--- src/hw/rtl/lrbs_pkg.sv ---
package lrbs_pkg;

  localparam int CFG_INDEX_W = 8;
  localparam int CFG_DATA_W  = 32;

  // register indexes on the configuration channel
  typedef enum logic [CFG_INDEX_W-1:0] {
    REG_CHECK_PERIOD   = 8'd0,
    REG_INITIAL_DELAY  = 8'd1,
    REG_MAX_DELAY      = 8'd2,
    REG_MAX_ATTEMPTS   = 8'd3,
    REG_LONG_WAIT      = 8'd4,
    REG_ATTEMPT_TMO    = 8'd5,
    REG_PORTAL_TMO     = 8'd6,
    REG_STABLE_WINDOW  = 8'd7
  } lrbs_reg_t;

  localparam logic [15:0] RST_CHECK_PERIOD  = 16'd5000;
  localparam logic [15:0] RST_INITIAL_DELAY = 16'd500;
  localparam logic [19:0] RST_MAX_DELAY     = 20'd8000;
  localparam logic [7:0]  RST_MAX_ATTEMPTS  = 8'd10;
  localparam logic [23:0] RST_LONG_WAIT     = 24'd60000;
  localparam logic [15:0] RST_ATTEMPT_TMO   = 16'd5000;
  localparam logic [23:0] RST_PORTAL_TMO    = 24'd180000;
  localparam logic [23:0] RST_STABLE_WINDOW = 24'd30000;

  typedef enum logic [3:0] {
    EV_NONE      = 4'd0,
    EV_LOST      = 4'd1,
    EV_RESTORED  = 4'd2,
    EV_ATTEMPT   = 4'd3,
    EV_TIMEOUT   = 4'd4,
    EV_EXHAUSTED = 4'd5,
    EV_NOCREDS   = 4'd6,
    EV_PORTAL    = 4'd7,
    EV_MANUAL    = 4'd8
  } lrbs_event_t;

  typedef struct packed {
    logic [15:0] check_period_ms;
    logic [15:0] initial_delay_ms;
    logic [19:0] max_delay_ms;
    logic [7:0]  max_attempts;
    logic [23:0] long_wait_ms;
    logic [15:0] attempt_timeout_ms;
    logic [23:0] portal_timeout_ms;
    logic [23:0] stable_window_ms;
  } lrbs_cfg_t;

  typedef struct packed {
    logic req_type;
    logic link_up;
    logic portal_active;
    logic creds_present;
  } lrbs_in_t;

  typedef struct packed {
    logic        start_attempt;
    logic        start_portal;
    logic        drop_link;
    logic        sync_time;
    lrbs_event_t event_code;
    logic [7:0]  attempt_count;
    logic [23:0] retry_delay_ms;
    logic        reconnecting;
    logic        link_stable;
    logic [31:0] disconnect_total;
  } lrbs_out_t;

  // supervisor state apart from the time stamps
  typedef struct packed {
    logic [23:0] retry_delay;
    logic [7:0]  attempts_made;
    logic [31:0] drops_seen;
    logic        auto_retry_on;
    logic        prev_link_up;
    logic        attempt_running;
    logic        drop_valid;
  } lrbs_state_t;

endpackage

--- src/hw/rtl/lrbs_in_if.sv ---
interface lrbs_in_if;
  logic valid;
  logic ready;
  logic req_type;
  logic link_up;
  logic portal_active;
  logic creds_present;

  modport source (output valid, req_type, link_up, portal_active, creds_present,
                  input ready);
  modport sink (input valid, req_type, link_up, portal_active, creds_present,
                output ready);
endinterface

--- src/hw/rtl/lrbs_out_if.sv ---
interface lrbs_out_if;
  import lrbs_pkg::*;
  logic        valid;
  logic        ready;
  logic        start_attempt;
  logic        start_portal;
  logic        drop_link;
  logic        sync_time;
  logic [3:0]  event_code;
  logic [7:0]  attempt_count;
  logic [23:0] retry_delay_ms;
  logic        reconnecting;
  logic        link_stable;
  logic [31:0] disconnect_total;

  modport source (output valid, start_attempt, start_portal, drop_link, sync_time,
                  event_code, attempt_count, retry_delay_ms, reconnecting,
                  link_stable, disconnect_total,
                  input ready);
  modport sink (input valid, start_attempt, start_portal, drop_link, sync_time,
                event_code, attempt_count, retry_delay_ms, reconnecting,
                link_stable, disconnect_total,
                output ready);
endinterface

--- src/hw/rtl/lrbs_cfg_if.sv ---
interface lrbs_cfg_if;
  import lrbs_pkg::*;
  logic                   valid;
  logic                   ready;
  logic [CFG_INDEX_W-1:0] index;
  logic [CFG_DATA_W-1:0]  data;

  modport source (output valid, index, data, input ready);
  modport sink (input valid, index, data, output ready);
endinterface

--- src/hw/rtl/lrbs_cfg_regs.sv ---
module lrbs_cfg_regs (
  input  logic               clk,
  input  logic               rst_n,
  lrbs_cfg_if.sink           cfg_ch,
  output lrbs_pkg::lrbs_cfg_t cfg
);
  import lrbs_pkg::*;

  lrbs_cfg_t cfg_r;

  assign cfg_ch.ready = 1'b1;
  assign cfg          = cfg_r;

  always_ff @(posedge clk) begin
    if (!rst_n) begin
      cfg_r.check_period_ms    <= RST_CHECK_PERIOD;
      cfg_r.initial_delay_ms   <= RST_INITIAL_DELAY;
      cfg_r.max_delay_ms       <= RST_MAX_DELAY;
      cfg_r.max_attempts       <= RST_MAX_ATTEMPTS;
      cfg_r.long_wait_ms       <= RST_LONG_WAIT;
      cfg_r.attempt_timeout_ms <= RST_ATTEMPT_TMO;
      cfg_r.portal_timeout_ms  <= RST_PORTAL_TMO;
      cfg_r.stable_window_ms   <= RST_STABLE_WINDOW;
    end else if (cfg_ch.valid) begin
      // indexes past the list are dropped
      case (cfg_ch.index)
        REG_CHECK_PERIOD:  cfg_r.check_period_ms    <= cfg_ch.data[15:0];
        REG_INITIAL_DELAY: cfg_r.initial_delay_ms   <= cfg_ch.data[15:0];
        REG_MAX_DELAY:     cfg_r.max_delay_ms       <= cfg_ch.data[19:0];
        REG_MAX_ATTEMPTS:  cfg_r.max_attempts       <= cfg_ch.data[7:0];
        REG_LONG_WAIT:     cfg_r.long_wait_ms       <= cfg_ch.data[23:0];
        REG_ATTEMPT_TMO:   cfg_r.attempt_timeout_ms <= cfg_ch.data[15:0];
        REG_PORTAL_TMO:    cfg_r.portal_timeout_ms  <= cfg_ch.data[23:0];
        REG_STABLE_WINDOW: cfg_r.stable_window_ms   <= cfg_ch.data[23:0];
        default: ;
      endcase
    end
  end

endmodule

--- src/hw/rtl/lrbs_step.sv ---
module lrbs_step #(
  parameter int TIME_BITS = 32
) (
  input  lrbs_pkg::lrbs_in_t    item,
  input  lrbs_pkg::lrbs_cfg_t   cfg,
  input  lrbs_pkg::lrbs_state_t st,
  input  logic [TIME_BITS-1:0]  clock_ms,
  input  logic [TIME_BITS-1:0]  last_sample_ms,
  input  logic [TIME_BITS-1:0]  last_drop_ms,
  input  logic [TIME_BITS-1:0]  attempt_begin_ms,
  output lrbs_pkg::lrbs_state_t st_nxt,
  output logic [TIME_BITS-1:0]  clock_ms_nxt,
  output logic [TIME_BITS-1:0]  last_sample_ms_nxt,
  output logic [TIME_BITS-1:0]  last_drop_ms_nxt,
  output logic [TIME_BITS-1:0]  attempt_begin_ms_nxt,
  output lrbs_pkg::lrbs_out_t   res
);
  import lrbs_pkg::*;

  localparam int TW = TIME_BITS;

  lrbs_state_t      s;
  lrbs_event_t      ev;
  logic [TW-1:0]    now;
  logic [TW-1:0]    ld;
  logic [TW-1:0]    el;
  logic [24:0]      dbl;
  logic             cur;
  logic             start;
  logic             portal;
  logic             stable;

  always_comb begin
    s      = st;
    ev     = EV_NONE;
    now    = clock_ms;
    ld     = last_drop_ms;
    el     = '0;
    dbl    = '0;
    cur    = item.link_up;
    start  = 1'b0;
    portal = 1'b0;
    last_sample_ms_nxt   = last_sample_ms;
    attempt_begin_ms_nxt = attempt_begin_ms;

    if (item.req_type) begin
      // manual reconnect: clock stays, next tick may attempt at once
      s.attempts_made   = '0;
      s.retry_delay     = 24'(cfg.initial_delay_ms);
      s.attempt_running = 1'b0;
      s.auto_retry_on   = 1'b1;
      ld                = clock_ms - TW'(cfg.initial_delay_ms);
      s.drop_valid      = 1'b1;
      ev                = EV_MANUAL;
    end else begin
      now = clock_ms + TW'(1);

      // periodic link sample
      el = now - last_sample_ms;
      if (el > TW'(cfg.check_period_ms)) begin
        last_sample_ms_nxt = now;
        if (!cur && s.prev_link_up) begin
          ld                = now;
          s.drop_valid      = 1'b1;
          s.drops_seen      = s.drops_seen + 32'd1;
          s.retry_delay     = 24'(cfg.initial_delay_ms);
          s.attempts_made   = '0;
          s.auto_retry_on   = 1'b1;
          s.attempt_running = 1'b0;
          ev                = EV_LOST;
        end
        if (cur && !s.prev_link_up) begin
          s.auto_retry_on = 1'b0;
          s.attempts_made = '0;
          s.retry_delay   = 24'(cfg.initial_delay_ms);
          ev              = EV_RESTORED;
        end
        s.prev_link_up = cur;
      end

      // backoff
      el = now - ld;
      if (!cur && s.auto_retry_on && el >= TW'(s.retry_delay)) begin
        if (s.attempts_made >= cfg.max_attempts) begin
          ld                = now;
          s.drop_valid      = 1'b1;
          s.retry_delay     = cfg.long_wait_ms;
          s.attempts_made   = '0;
          s.attempt_running = 1'b0;
          ev                = EV_EXHAUSTED;
        end else if (!s.attempt_running) begin
          s.attempts_made = s.attempts_made + 8'd1;
          if (!item.creds_present) begin
            s.auto_retry_on = 1'b0;
            ev              = EV_NOCREDS;
          end else begin
            start                = 1'b1;
            s.attempt_running    = 1'b1;
            attempt_begin_ms_nxt = now;
            ev                   = EV_ATTEMPT;
          end
        end else if ((now - attempt_begin_ms) >= TW'(cfg.attempt_timeout_ms)) begin
          dbl               = {s.retry_delay, 1'b0};
          s.retry_delay     = (dbl < 25'(cfg.max_delay_ms)) ? dbl[23:0]
                                                            : 24'(cfg.max_delay_ms);
          ld                = now;
          s.drop_valid      = 1'b1;
          s.attempt_running = 1'b0;
          ev                = EV_TIMEOUT;
        end
      end

      // long outage asks for the setup portal
      el = now - ld;
      if (!cur && !item.portal_active && s.drop_valid &&
          el > TW'(cfg.portal_timeout_ms)) begin
        portal          = 1'b1;
        s.auto_retry_on = 1'b0;
        ev              = EV_PORTAL;
      end
    end

    el     = now - ld;
    stable = cur && !s.auto_retry_on && (el > TW'(cfg.stable_window_ms));

    st_nxt           = s;
    clock_ms_nxt     = now;
    last_drop_ms_nxt = ld;

    res.start_attempt    = start;
    res.start_portal     = portal;
    res.drop_link        = item.req_type;
    res.sync_time        = (ev == EV_RESTORED);
    res.event_code       = ev;
    res.attempt_count    = s.attempts_made;
    res.retry_delay_ms   = s.retry_delay;
    res.reconnecting     = s.auto_retry_on;
    res.link_stable      = stable;
    res.disconnect_total = s.drops_seen;
  end

endmodule

--- src/hw/rtl/link_reconnect_backoff_supervisor.sv ---
// channel   dir  handshake      payload
// in_ch     in   valid / ready  req_type, link_up, portal_active, creds_present
// out_ch    out  valid / ready  pulses, event_code, counters, delay, status
// cfg_ch    in   valid / ready  index (register number), data
//
// one transaction per clock sustained while out_ch is ready; a taken input passes
// through the input register, then step logic into the result register
// the step logic is a handful of time-stamp subtractors and compares in series
// reset (rst_n low, synchronous) loads the register defaults and clears state
// a stalled out_ch holds the result; in_ch keeps taking one more transaction
// into the input register and then drops ready until the result drains
// cfg_ch is always ready; writes go straight into the register bank
module link_reconnect_backoff_supervisor #(
  parameter int TIME_BITS = 32
) (
  input  logic       clk,
  input  logic       rst_n,
  lrbs_in_if.sink    in_ch,
  lrbs_out_if.source out_ch,
  lrbs_cfg_if.sink   cfg_ch
);
  import lrbs_pkg::*;

  // configuration bank
  lrbs_cfg_t cfg;

  lrbs_cfg_regs u_cfg (
    .clk    (clk),
    .rst_n  (rst_n),
    .cfg_ch (cfg_ch),
    .cfg    (cfg)
  );

  // input register
  logic     s1_valid_r;
  lrbs_in_t s1_item_r;

  // result register
  logic      out_valid_r;
  lrbs_out_t out_item_r;

  // supervisor state
  lrbs_state_t          st_r;
  lrbs_state_t          st_nxt;
  logic [TIME_BITS-1:0] clock_ms_r;
  logic [TIME_BITS-1:0] clock_ms_nxt;
  logic [TIME_BITS-1:0] last_sample_ms_r;
  logic [TIME_BITS-1:0] last_sample_ms_nxt;
  logic [TIME_BITS-1:0] last_drop_ms_r;
  logic [TIME_BITS-1:0] last_drop_ms_nxt;
  logic [TIME_BITS-1:0] attempt_begin_ms_r;
  logic [TIME_BITS-1:0] attempt_begin_ms_nxt;
  lrbs_out_t            res;

  logic out_load;
  logic in_take;

  // the step fires when the result register is free or being drained
  assign out_load    = s1_valid_r && (!out_valid_r || out_ch.ready);
  assign in_ch.ready = !s1_valid_r || out_load;
  assign in_take     = in_ch.valid && in_ch.ready;

  lrbs_step #(
    .TIME_BITS (TIME_BITS)
  ) u_step (
    .item                 (s1_item_r),
    .cfg                  (cfg),
    .st                   (st_r),
    .clock_ms             (clock_ms_r),
    .last_sample_ms       (last_sample_ms_r),
    .last_drop_ms         (last_drop_ms_r),
    .attempt_begin_ms     (attempt_begin_ms_r),
    .st_nxt               (st_nxt),
    .clock_ms_nxt         (clock_ms_nxt),
    .last_sample_ms_nxt   (last_sample_ms_nxt),
    .last_drop_ms_nxt     (last_drop_ms_nxt),
    .attempt_begin_ms_nxt (attempt_begin_ms_nxt),
    .res                  (res)
  );

  // input stage
  always_ff @(posedge clk) begin
    if (!rst_n) begin
      s1_valid_r <= 1'b0;
    end else if (in_ch.ready) begin
      s1_valid_r <= in_ch.valid;
    end
  end

  always_ff @(posedge clk) begin
    if (in_take) begin
      s1_item_r.req_type      <= in_ch.req_type;
      s1_item_r.link_up       <= in_ch.link_up;
      s1_item_r.portal_active <= in_ch.portal_active;
      s1_item_r.creds_present <= in_ch.creds_present;
    end
  end

  // state commits together with the result it produced
  always_ff @(posedge clk) begin
    if (!rst_n) begin
      st_r.retry_delay     <= 24'(RST_INITIAL_DELAY);
      st_r.attempts_made   <= '0;
      st_r.drops_seen      <= '0;
      st_r.auto_retry_on   <= 1'b0;
      st_r.prev_link_up    <= 1'b0;
      st_r.attempt_running <= 1'b0;
      st_r.drop_valid      <= 1'b0;
      clock_ms_r           <= '0;
      last_sample_ms_r     <= '0;
      last_drop_ms_r       <= '0;
      attempt_begin_ms_r   <= '0;
    end else if (out_load) begin
      st_r               <= st_nxt;
      clock_ms_r         <= clock_ms_nxt;
      last_sample_ms_r   <= last_sample_ms_nxt;
      last_drop_ms_r     <= last_drop_ms_nxt;
      attempt_begin_ms_r <= attempt_begin_ms_nxt;
    end
  end

  // output stage
  always_ff @(posedge clk) begin
    if (!rst_n) begin
      out_valid_r <= 1'b0;
    end else if (out_load) begin
      out_valid_r <= 1'b1;
    end else if (out_ch.ready) begin
      out_valid_r <= 1'b0;
    end
  end

  always_ff @(posedge clk) begin
    if (out_load) begin
      out_item_r <= res;
    end
  end

  assign out_ch.valid            = out_valid_r;
  assign out_ch.start_attempt    = out_item_r.start_attempt;
  assign out_ch.start_portal     = out_item_r.start_portal;
  assign out_ch.drop_link        = out_item_r.drop_link;
  assign out_ch.sync_time        = out_item_r.sync_time;
  assign out_ch.event_code       = out_item_r.event_code;
  assign out_ch.attempt_count    = out_item_r.attempt_count;
  assign out_ch.retry_delay_ms   = out_item_r.retry_delay_ms;
  assign out_ch.reconnecting     = out_item_r.reconnecting;
  assign out_ch.link_stable      = out_item_r.link_stable;
  assign out_ch.disconnect_total = out_item_r.disconnect_total;

  // an attempt pulse only comes with the attempt event, or the portal that overrides it
  a_start_event : assert property (@(posedge clk) disable iff (!rst_n)
    out_valid_r && out_item_r.start_attempt |->
      (out_item_r.event_code == EV_ATTEMPT) || (out_item_r.event_code == EV_PORTAL))
    else $error("start_attempt without attempt event");

  // manual request restarts the series with retry on
  a_manual : assert property (@(posedge clk) disable iff (!rst_n)
    out_valid_r && out_item_r.drop_link |->
      out_item_r.reconnecting && (out_item_r.attempt_count == 8'd0) &&
      (out_item_r.event_code == EV_MANUAL))
    else $error("manual request result inconsistent");

  // stable and reconnecting exclude each other
  a_stable : assert property (@(posedge clk) disable iff (!rst_n)
    out_valid_r && out_item_r.link_stable |-> !out_item_r.reconnecting)
    else $error("stable while reconnecting");

  // portal request always stops automatic retry
  a_portal : assert property (@(posedge clk) disable iff (!rst_n)
    out_valid_r && out_item_r.start_portal |->
      !out_item_r.reconnecting && (out_item_r.event_code == EV_PORTAL))
    else $error("portal request with retry still on");

  // state only moves when a result is produced
  a_state_hold : assert property (@(posedge clk) disable iff (!rst_n)
    !out_load |=> $stable(clock_ms_r) && $stable(st_r))
    else $error("state changed without a result");

endmodule

--- src/flat_wrapper.sv ---
// flat-port wrapper written by rule: the top's interface ports become plain ports
module link_reconnect_backoff_supervisor_flat import lrbs_pkg::*;
#(
  parameter int TIME_BITS = 32
)
  (clk, rst_n, in_ch_valid, in_ch_req_type, in_ch_link_up, in_ch_portal_active, in_ch_creds_present, in_ch_ready, out_ch_valid, out_ch_start_attempt, out_ch_start_portal, out_ch_drop_link, out_ch_sync_time, out_ch_event_code, out_ch_attempt_count, out_ch_retry_delay_ms, out_ch_reconnecting, out_ch_link_stable, out_ch_disconnect_total, out_ch_ready, cfg_ch_valid, cfg_ch_index, cfg_ch_data, cfg_ch_ready);
  lrbs_in_if in_ch_i ();
  lrbs_out_if out_ch_i ();
  lrbs_cfg_if cfg_ch_i ();
  input  logic clk;
  input  logic rst_n;
  input wire logic [$bits(in_ch_i.valid)-1:0] in_ch_valid;
  input wire logic [$bits(in_ch_i.req_type)-1:0] in_ch_req_type;
  input wire logic [$bits(in_ch_i.link_up)-1:0] in_ch_link_up;
  input wire logic [$bits(in_ch_i.portal_active)-1:0] in_ch_portal_active;
  input wire logic [$bits(in_ch_i.creds_present)-1:0] in_ch_creds_present;
  output wire logic [$bits(in_ch_i.ready)-1:0] in_ch_ready;
  output wire logic [$bits(out_ch_i.valid)-1:0] out_ch_valid;
  output wire logic [$bits(out_ch_i.start_attempt)-1:0] out_ch_start_attempt;
  output wire logic [$bits(out_ch_i.start_portal)-1:0] out_ch_start_portal;
  output wire logic [$bits(out_ch_i.drop_link)-1:0] out_ch_drop_link;
  output wire logic [$bits(out_ch_i.sync_time)-1:0] out_ch_sync_time;
  output wire logic [$bits(out_ch_i.event_code)-1:0] out_ch_event_code;
  output wire logic [$bits(out_ch_i.attempt_count)-1:0] out_ch_attempt_count;
  output wire logic [$bits(out_ch_i.retry_delay_ms)-1:0] out_ch_retry_delay_ms;
  output wire logic [$bits(out_ch_i.reconnecting)-1:0] out_ch_reconnecting;
  output wire logic [$bits(out_ch_i.link_stable)-1:0] out_ch_link_stable;
  output wire logic [$bits(out_ch_i.disconnect_total)-1:0] out_ch_disconnect_total;
  input wire logic [$bits(out_ch_i.ready)-1:0] out_ch_ready;
  input wire logic [$bits(cfg_ch_i.valid)-1:0] cfg_ch_valid;
  input wire logic [$bits(cfg_ch_i.index)-1:0] cfg_ch_index;
  input wire logic [$bits(cfg_ch_i.data)-1:0] cfg_ch_data;
  output wire logic [$bits(cfg_ch_i.ready)-1:0] cfg_ch_ready;
  assign in_ch_i.valid = in_ch_valid;
  assign in_ch_i.req_type = in_ch_req_type;
  assign in_ch_i.link_up = in_ch_link_up;
  assign in_ch_i.portal_active = in_ch_portal_active;
  assign in_ch_i.creds_present = in_ch_creds_present;
  assign in_ch_ready = in_ch_i.ready;
  assign out_ch_valid = out_ch_i.valid;
  assign out_ch_start_attempt = out_ch_i.start_attempt;
  assign out_ch_start_portal = out_ch_i.start_portal;
  assign out_ch_drop_link = out_ch_i.drop_link;
  assign out_ch_sync_time = out_ch_i.sync_time;
  assign out_ch_event_code = out_ch_i.event_code;
  assign out_ch_attempt_count = out_ch_i.attempt_count;
  assign out_ch_retry_delay_ms = out_ch_i.retry_delay_ms;
  assign out_ch_reconnecting = out_ch_i.reconnecting;
  assign out_ch_link_stable = out_ch_i.link_stable;
  assign out_ch_disconnect_total = out_ch_i.disconnect_total;
  assign out_ch_i.ready = out_ch_ready;
  assign cfg_ch_i.valid = cfg_ch_valid;
  assign cfg_ch_i.index = cfg_ch_index;
  assign cfg_ch_i.data = cfg_ch_data;
  assign cfg_ch_ready = cfg_ch_i.ready;
  link_reconnect_backoff_supervisor #(.TIME_BITS(TIME_BITS)) u_core (.clk(clk), .rst_n(rst_n), .in_ch(in_ch_i), .out_ch(out_ch_i), .cfg_ch(cfg_ch_i));
endmodule
--- config.mk ---
export PLATFORM = sky130hd
export DESIGN_NAME = link_reconnect_backoff_supervisor_flat
export DESIGN_NICKNAME = d
export VERILOG_FILES = /design/src/hw/rtl/lrbs_pkg.sv /design/src/hw/rtl/lrbs_in_if.sv /design/src/hw/rtl/lrbs_out_if.sv /design/src/hw/rtl/lrbs_cfg_if.sv /design/src/hw/rtl/lrbs_cfg_regs.sv /design/src/hw/rtl/lrbs_step.sv /design/src/hw/rtl/link_reconnect_backoff_supervisor.sv /design/src/flat_wrapper.sv
export SDC_FILE = /design/constraint.sdc
export NUM_CORES = 2
export LEC_CHECK = 0
export ABC_AREA = 0
export BUFFER_PORTS_ARGS = -buffer_cell sky130_fd_sc_hd__buf_2
export CORE_ASPECT_RATIO = 1.2
export CORE_MARGIN = 8
export CORE_UTILIZATION = 42
export CTS_BUF_LIST = sky130_fd_sc_hd__clkbuf_4
export CTS_CLUSTER_DIAMETER = 30
export CTS_CLUSTER_SIZE = 16
export DETAILED_ROUTE_END_ITERATION = 6
export HOLD_SLACK_MARGIN = 0.15
export PLACE_DENSITY = 0.58
export SLEW_MARGIN = 0
export SYNTH_ARGS = -nofsm -noshare
export SYNTH_HDL_FRONTEND = slang
export SYNTH_SLANG_ARGS = --single-unit
--- constraint.sdc ---
create_clock -name clk -period 22.4 [get_ports clk]
set_input_delay 6.72 -clock clk [delete_from_list [all_inputs] [get_ports clk]]
set_output_delay 6.72 -clock clk [all_outputs]
set_load 0.01 [all_outputs]
Yosys cells after proc, flatten, opt, wreduce, memory -nomap -nowiden
Cells that the tools add are included.

word-level totals
  bits in registers = 424
  input bits = 49
  word-level logic and storage cells = 148

operators by class
  add/subtract/negate cells = 9
  magnitude comparators = 7
  eq/ne operators = 8
  mux-type cells = 51
  bitwise operators = 4
  reductions and logical operators = 34

operator list
  kind                                                  count
  two-way mux 32 bit                                    15
  subtractor 32 bit                                     5
  two-way mux 68 bit                                    2
  two-way mux 24 bit                                    3
  two-way mux 65 bit                                    1
  adder 32 x 1 -> 32 bit (second input constant)        2
  > comparator 32 x 24 -> 1 bit                         2
  equality test 8 x 3 -> 1 bit (second input constant)  4
  greater-or-equal comparator 32 x 16 -> 1 bit          1
  greater-or-equal comparator 32 x 24 -> 1 bit          1
  > comparator 32 x 16 -> 1 bit                         1
  two-way mux 4 bit                                     8
  subtractor 32 x 16 -> 32 bit                          1
  < comparator 25 x 20 -> 1 bit                         1
  equality test 8 x 2 -> 1 bit (second input constant)  2
  AND reduction 2 bit                                   8
  two-way mux 1 bit                                     14
  two-way mux 2 bit                                     6
  logical AND 1 bit                                     11
  adder 8 x 1 -> 8 bit (second input constant)          1
  equality test 8 x 1 -> 1 bit (second input constant)  1
  greater-or-equal comparator 8 bit                     1
  logical NOT 8 bit                                     1
  two-way mux 8 bit                                     1
  other kinds (9)                                       20

Depth between registers and ports, before layout
  depth in word-level cells = 18
  gate-level depth with buffers = 87
  gate-level depth less buffers = 84

By module
Synthesis repeated with hierarchy kept, for this count alone.

unflattened totals
  cell total of the unflattened synthesis = 4456
  area, all modules = 35360.2 µm²

by module, submodules not included
  module                             times used  cells an instance  area an instance (µm²)  sequential area each (µm²)
  lrbs_step                          1           2977               19185.9                 0.0
  link_reconnect_backoff_supervisor  1           938                10426.2                 6306.0
  lrbs_cfg_regs                      1           541                5748.0                  2962.8

Worst setup path after synthesis
No wires, ideal clock.

  kind = register to register
  from = register u_core.clock_ms_r[0]
  to = register u_core.out_item_r, in the netlist u_core.out_ch.event_code[1], data pin
  setup time = 0.256 ns
  data arrival time = 15.704 ns
  required time = 22.144 ns
  setup slack = 6.440 ns
  cell stages (with the launch flop) = 83
  buffers on the path = 5
  clock period less this slack = 15.960 ns
  cell sequence = dfxtp_1 > ha_1 > nand3_1 > nor2_1 > and3_1 > and3_1 > clkbuf_1 > nand3_1 > xor2_1 > inv_1 > ha_1 > o21ai_0 > nor2_1 > or2_1 > nand2b_1 > a21oi_1 > xnor2_1 > ha_1 > (+47 left out) > a21o_1 > a21oi_1 > xnor2_1 > ha_1 > a21o_1 > a21o_1 > a21oi_1 > o21ai_0 > a21oi_1 > o41ai_1 > nand2b_1 > a21oi_1 > a2bb2oi_1 > nor4_1 > nand4_1 > a211oi_1 > o211ai_2 > a22o_1

RTL lines
  what                    line                                      text
  from (decl)             link_reconnect_backoff_supervisor.sv:45   logic [TIME_BITS-1:0] clock_ms_r;
  from (signal assigned)  link_reconnect_backoff_supervisor.sv:115  clock_ms_r <= clock_ms_nxt;
  to (signal assigned)    link_reconnect_backoff_supervisor.sv:135  out_item_r <= res;
  to (decl)               link_reconnect_backoff_supervisor.sv:40   lrbs_out_t out_item_r;

==> summary.md <==
| Metric | Value |
|---|---|
| Outcome | completed |
| Final min period | 20.54 ns |
| Site row count | 111 |
| TritonCTS clock tree | done |
| Worst EP arrival | 21.17 ns |
| Pins Over Slew Limit | 0 |
| Post-route ant nets | 0 |
| Share of cells above drive strength 1 | 0.0990 |
| Via-to-Cell Ratio | 5.68 |
| DIE WIDTH | 269 um |
| RSZ-0062 raised after global routing | no |
| DR DRC count | 0 |
| EDFF count, synth | 77 |
| Fin util | 0.467 |
| Slowest CP cell | a21boi_0 |
| Endpoints failing setup | 0 |
| Clk slew on worst S/H paths | 0.07 ns |
| Critical Path Max Stage Delay | 0.81 ns |
| Synthesized Nets | 4,552 |
| Post-detail-place hpwl | 85.0 mm |
| Critical path class | reg2reg |
| Clock Skew | 0.0968 ns |
| Clk buf depth | 3 |
| Initial DRC count | 2,268 |
| Critical-path maximum fanout | 51 |
| CTS Hold Bufs | 0 |
| Max-cap violation count | 0 |
| Worst-margin pin slew | 1.17 ns |
| Largest net degree at the start of global routing | 132 |
| Yosys cell types | 104 |
| Cell area power density | 60.2 nW/um^2 |
| Total CTS buffers | 108 |
| Worst setup EP type | flip-flop |
| Die area | 85,800 sq um |
| Async SR Flop Fraction | 0 |
| Vias in the first global route | 28,546 |
| Avg Inst Size Synth | 7.67 sq um |
| Layout fillers | 7,871 |
| Ports | 126 |
| Synthesis warning total | 0 |
| Pre-antenna DRT Iters | 5 |
| Initial core utilization | 0.423 |
| Leading area contributor after synthesis | dfxtp_1 |
| Wirelength, routed | 114 mm |
| Post-Place Cells | 5,147 |
| Synth-to-layout area growth | 10.4% |
| Worst Setup Start Kind | flip-flop |
| Hold Vio Cnt, Final | 0 |
| Place WS | 2.29 ns |
| H-tree levels | 3 |
| Leak | 15.1 nW |
| Worst skew pair latency | 0.97 ns |
| Most used DFF post-synth | dfxtp_1 |
| Root Driver | clkbuf_4 |
| Non-filler cells, final | 5,357 |
| Post-CTS setup repair buffer count | 0 |
| Port Buf Inserts | 116 |
| DR WL/cell | 21.3 um |
| Gr usage total | 0.259 |
| GRT Residual Overflow | 0 |
| Fin Setup TNS | 0 ns |
| Tightest Hold Check Type | reg2reg |
| Nets | 4,599 |
| Synth top area cells | dfxtp_1 22%, ha_1 12%, edfxtp_1 7.2% |
| Initial antenna violation count | 7 |
| Die Span Y | 319 um |
| Via count | 30,438 |
| Post-synthesis sequential area ratio | 0.287 |
| Peak supply drop | 72.8 uV |
| Slack of the critical path | 1.86 ns |
| Post-synthesis instance total | 4,193 |
| Critical path required time | 23.03 ns |
| Max-slew headroom | 0.212 |
| Yosys reg bits | 423 |
| Resized Gates After CTS | 0 |
| Core area | 76,100 sq um |
| FMAX | 0.0487 GHz |
| Clk sinks | 423 |
| Period utilization | 0.917 |
| First-pass GRT wire length | 173 mm |
| Top cell type's share of synthesized area | 0.215 |
| Multi-input logic area | 20,900 sq um |
| Netlist Area Pre-Place | 32,200 sq um |
| Register area | 9240 sq um |
| Routability cong. | 0.924 |
| Power consumption | 2.14 mW |
[layout make-up]
type,count,area share
Antenna cell,7,0.000493
Clock buffer,123,0.0260
Clock inverter,80,0.0293
Inverter,327,0.0349
Multi-Input combinational cell,3219,0.588
Sequential cell,423,0.260
Tap cell,1017,0.0358
Timing Repair Buffer,161,0.0259
[cells in the mapped netlist, types with 19 or more instances]
| library cell | number |
|---|---|
| o21bai_1 | 21 |
| inv_1 | 322 |
| a31oi_1 | 29 |
| buf_2 | 24 |
| o21ai_0 | 229 |
| nand2b_1 | 52 |
| clkbuf_1 | 172 |
| dfxtp_1 | 346 |
| ha_1 | 304 |
| xnor2_1 | 131 |
| a21o_1 | 97 |
| or3_1 | 49 |
| and3_1 | 27 |
| mux2i_1 | 46 |
| o31ai_1 | 20 |
| nand3_1 | 85 |
| nor3_1 | 62 |
| o211ai_1 | 67 |
| a21oi_1 | 381 |
| xor2_1 | 119 |
| nor2_1 | 375 |
| nor2b_1 | 34 |
| and2_1 | 33 |
| a211oi_1 | 83 |
| o21a_1 | 42 |
| nand2_1 | 577 |
| mux2_2 | 19 |
| edfxtp_1 | 77 |
| nand4_1 | 62 |
[worst max-delay path: cells and delay by family, from the launching register on]
family | cells | cell delay (ns)
compound gates | 32 | 7.85
flops | 1 | 0.65
xor+xnor | 4 | 0.75
simple gates | 29 | 6.57
fa+ha+maj | 9 | 2.80
buf+inv | 6 | 1.23
mux | 1 | 0.32
[sequential cells by signal, indices dropped and copies added (netlist names), 8 cells and up]
| register | flops |
|---|---|
| u_core.u_cfg.cfg | 148 |
| u_core.st_r | 68 |
| u_core.attempt_begin_ms_r | 32 |
| u_core.clock_ms_r | 32 |
| u_core.last_drop_ms_r | 32 |
| u_core.last_sample_ms_r | 32 |
| u_core.out_ch.disconnect_total | 32 |
| u_core.out_ch.retry_delay_ms | 24 |
| u_core.out_ch.attempt_count | 8 |
[layer usage]
| metal | vias up | routed length, um | GRT usage |
|---|---|---|---|
| li1 | 14928 | - | - |
| met1 | 14354 | 48400 | 0.328 |
| met2 | 924 | 52800 | 0.427 |
| met3 | 232 | 6630 | 0.0352 |
| met4 | 0 | 6120 | 0.130 |
| met5 | - | 0 | 0 |
[stage by stage]
stage               hold slack, ns  area (sq um)
CTS                          0.456         35500
global route                 0.472         35500
global placement             0.440         33500
finish                       0.456         35500
detailed placement           0.446         33500
floorplan                    0.424         32200
[worst paths after layout]
path	to	cells past startpoint	slack [ns]	startpoint
worst min-delay path	u_core.u_cfg.cfg[52]	2	0.46	u_core.u_cfg.cfg[52]
worst min register to register	u_core.u_cfg.cfg[52]	2	0.46	u_core.u_cfg.cfg[52]
worst max-delay path	u_core.out_ch.link_stable	81	1.86	u_core.clock_ms_r[0]
worst max register to register	u_core.out_ch.link_stable	81	1.86	u_core.clock_ms_r[0]
[layout by cell type (no fill, tap or decap), types with 19 or more instances in the layout]
cell type	instances
a211oi_1	83
a21o_1	97
a21oi_1	380
a31oi_1	29
and2_1	33
and3_1	27
buf_2	115
buf_4	46
bufinv_16	25
clkbuf_4	123
clkinv_1	22
clkinv_2	20
dfxtp_1	346
edfxtp_1	77
ha_1	304
inv_1	321
mux2_2	19
mux2i_1	46
nand2_1	576
nand2b_1	51
nand3_1	85
nand4_1	62
nor2_1	373
nor2b_1	34
nor3_1	60
o211ai_1	67
o21a_1	42
o21ai_0	229
o21bai_1	21
o31ai_1	19
or3_1	49
xnor2_1	131
xor2_1	119
[power breakdown]
group / total (mW) / switching [mW] / leakage, nW / internal (mW)
clock: 0.949 / 0.385 / 1.06 / 0.565
sequential: 0.799 / 0.00865 / 3.50 / 0.790
combinational: 0.392 / 0.251 / 10.6 / 0.141
[cells by family (layout without fill, tap and decap cells)]
kind of cell | Yosys count | after routing | synth area share
DFF | 423 | 423 | 0.287
muxes | 68 | 68 | 0.0224
AOI/OAI and AO/OA | 1145 | 1145 | 0.227
and+or+nand+nor | 1444 | 1444 | 0.206
buffers and inverters | 551 | 691 | 0.0669
other | 1 | 8 | 0.000117
adders and majority gates | 310 | 310 | 0.122
xor gates and xnor gates | 251 | 251 | 0.0687
No activity file was read; power rests on OpenSTA's default activity.
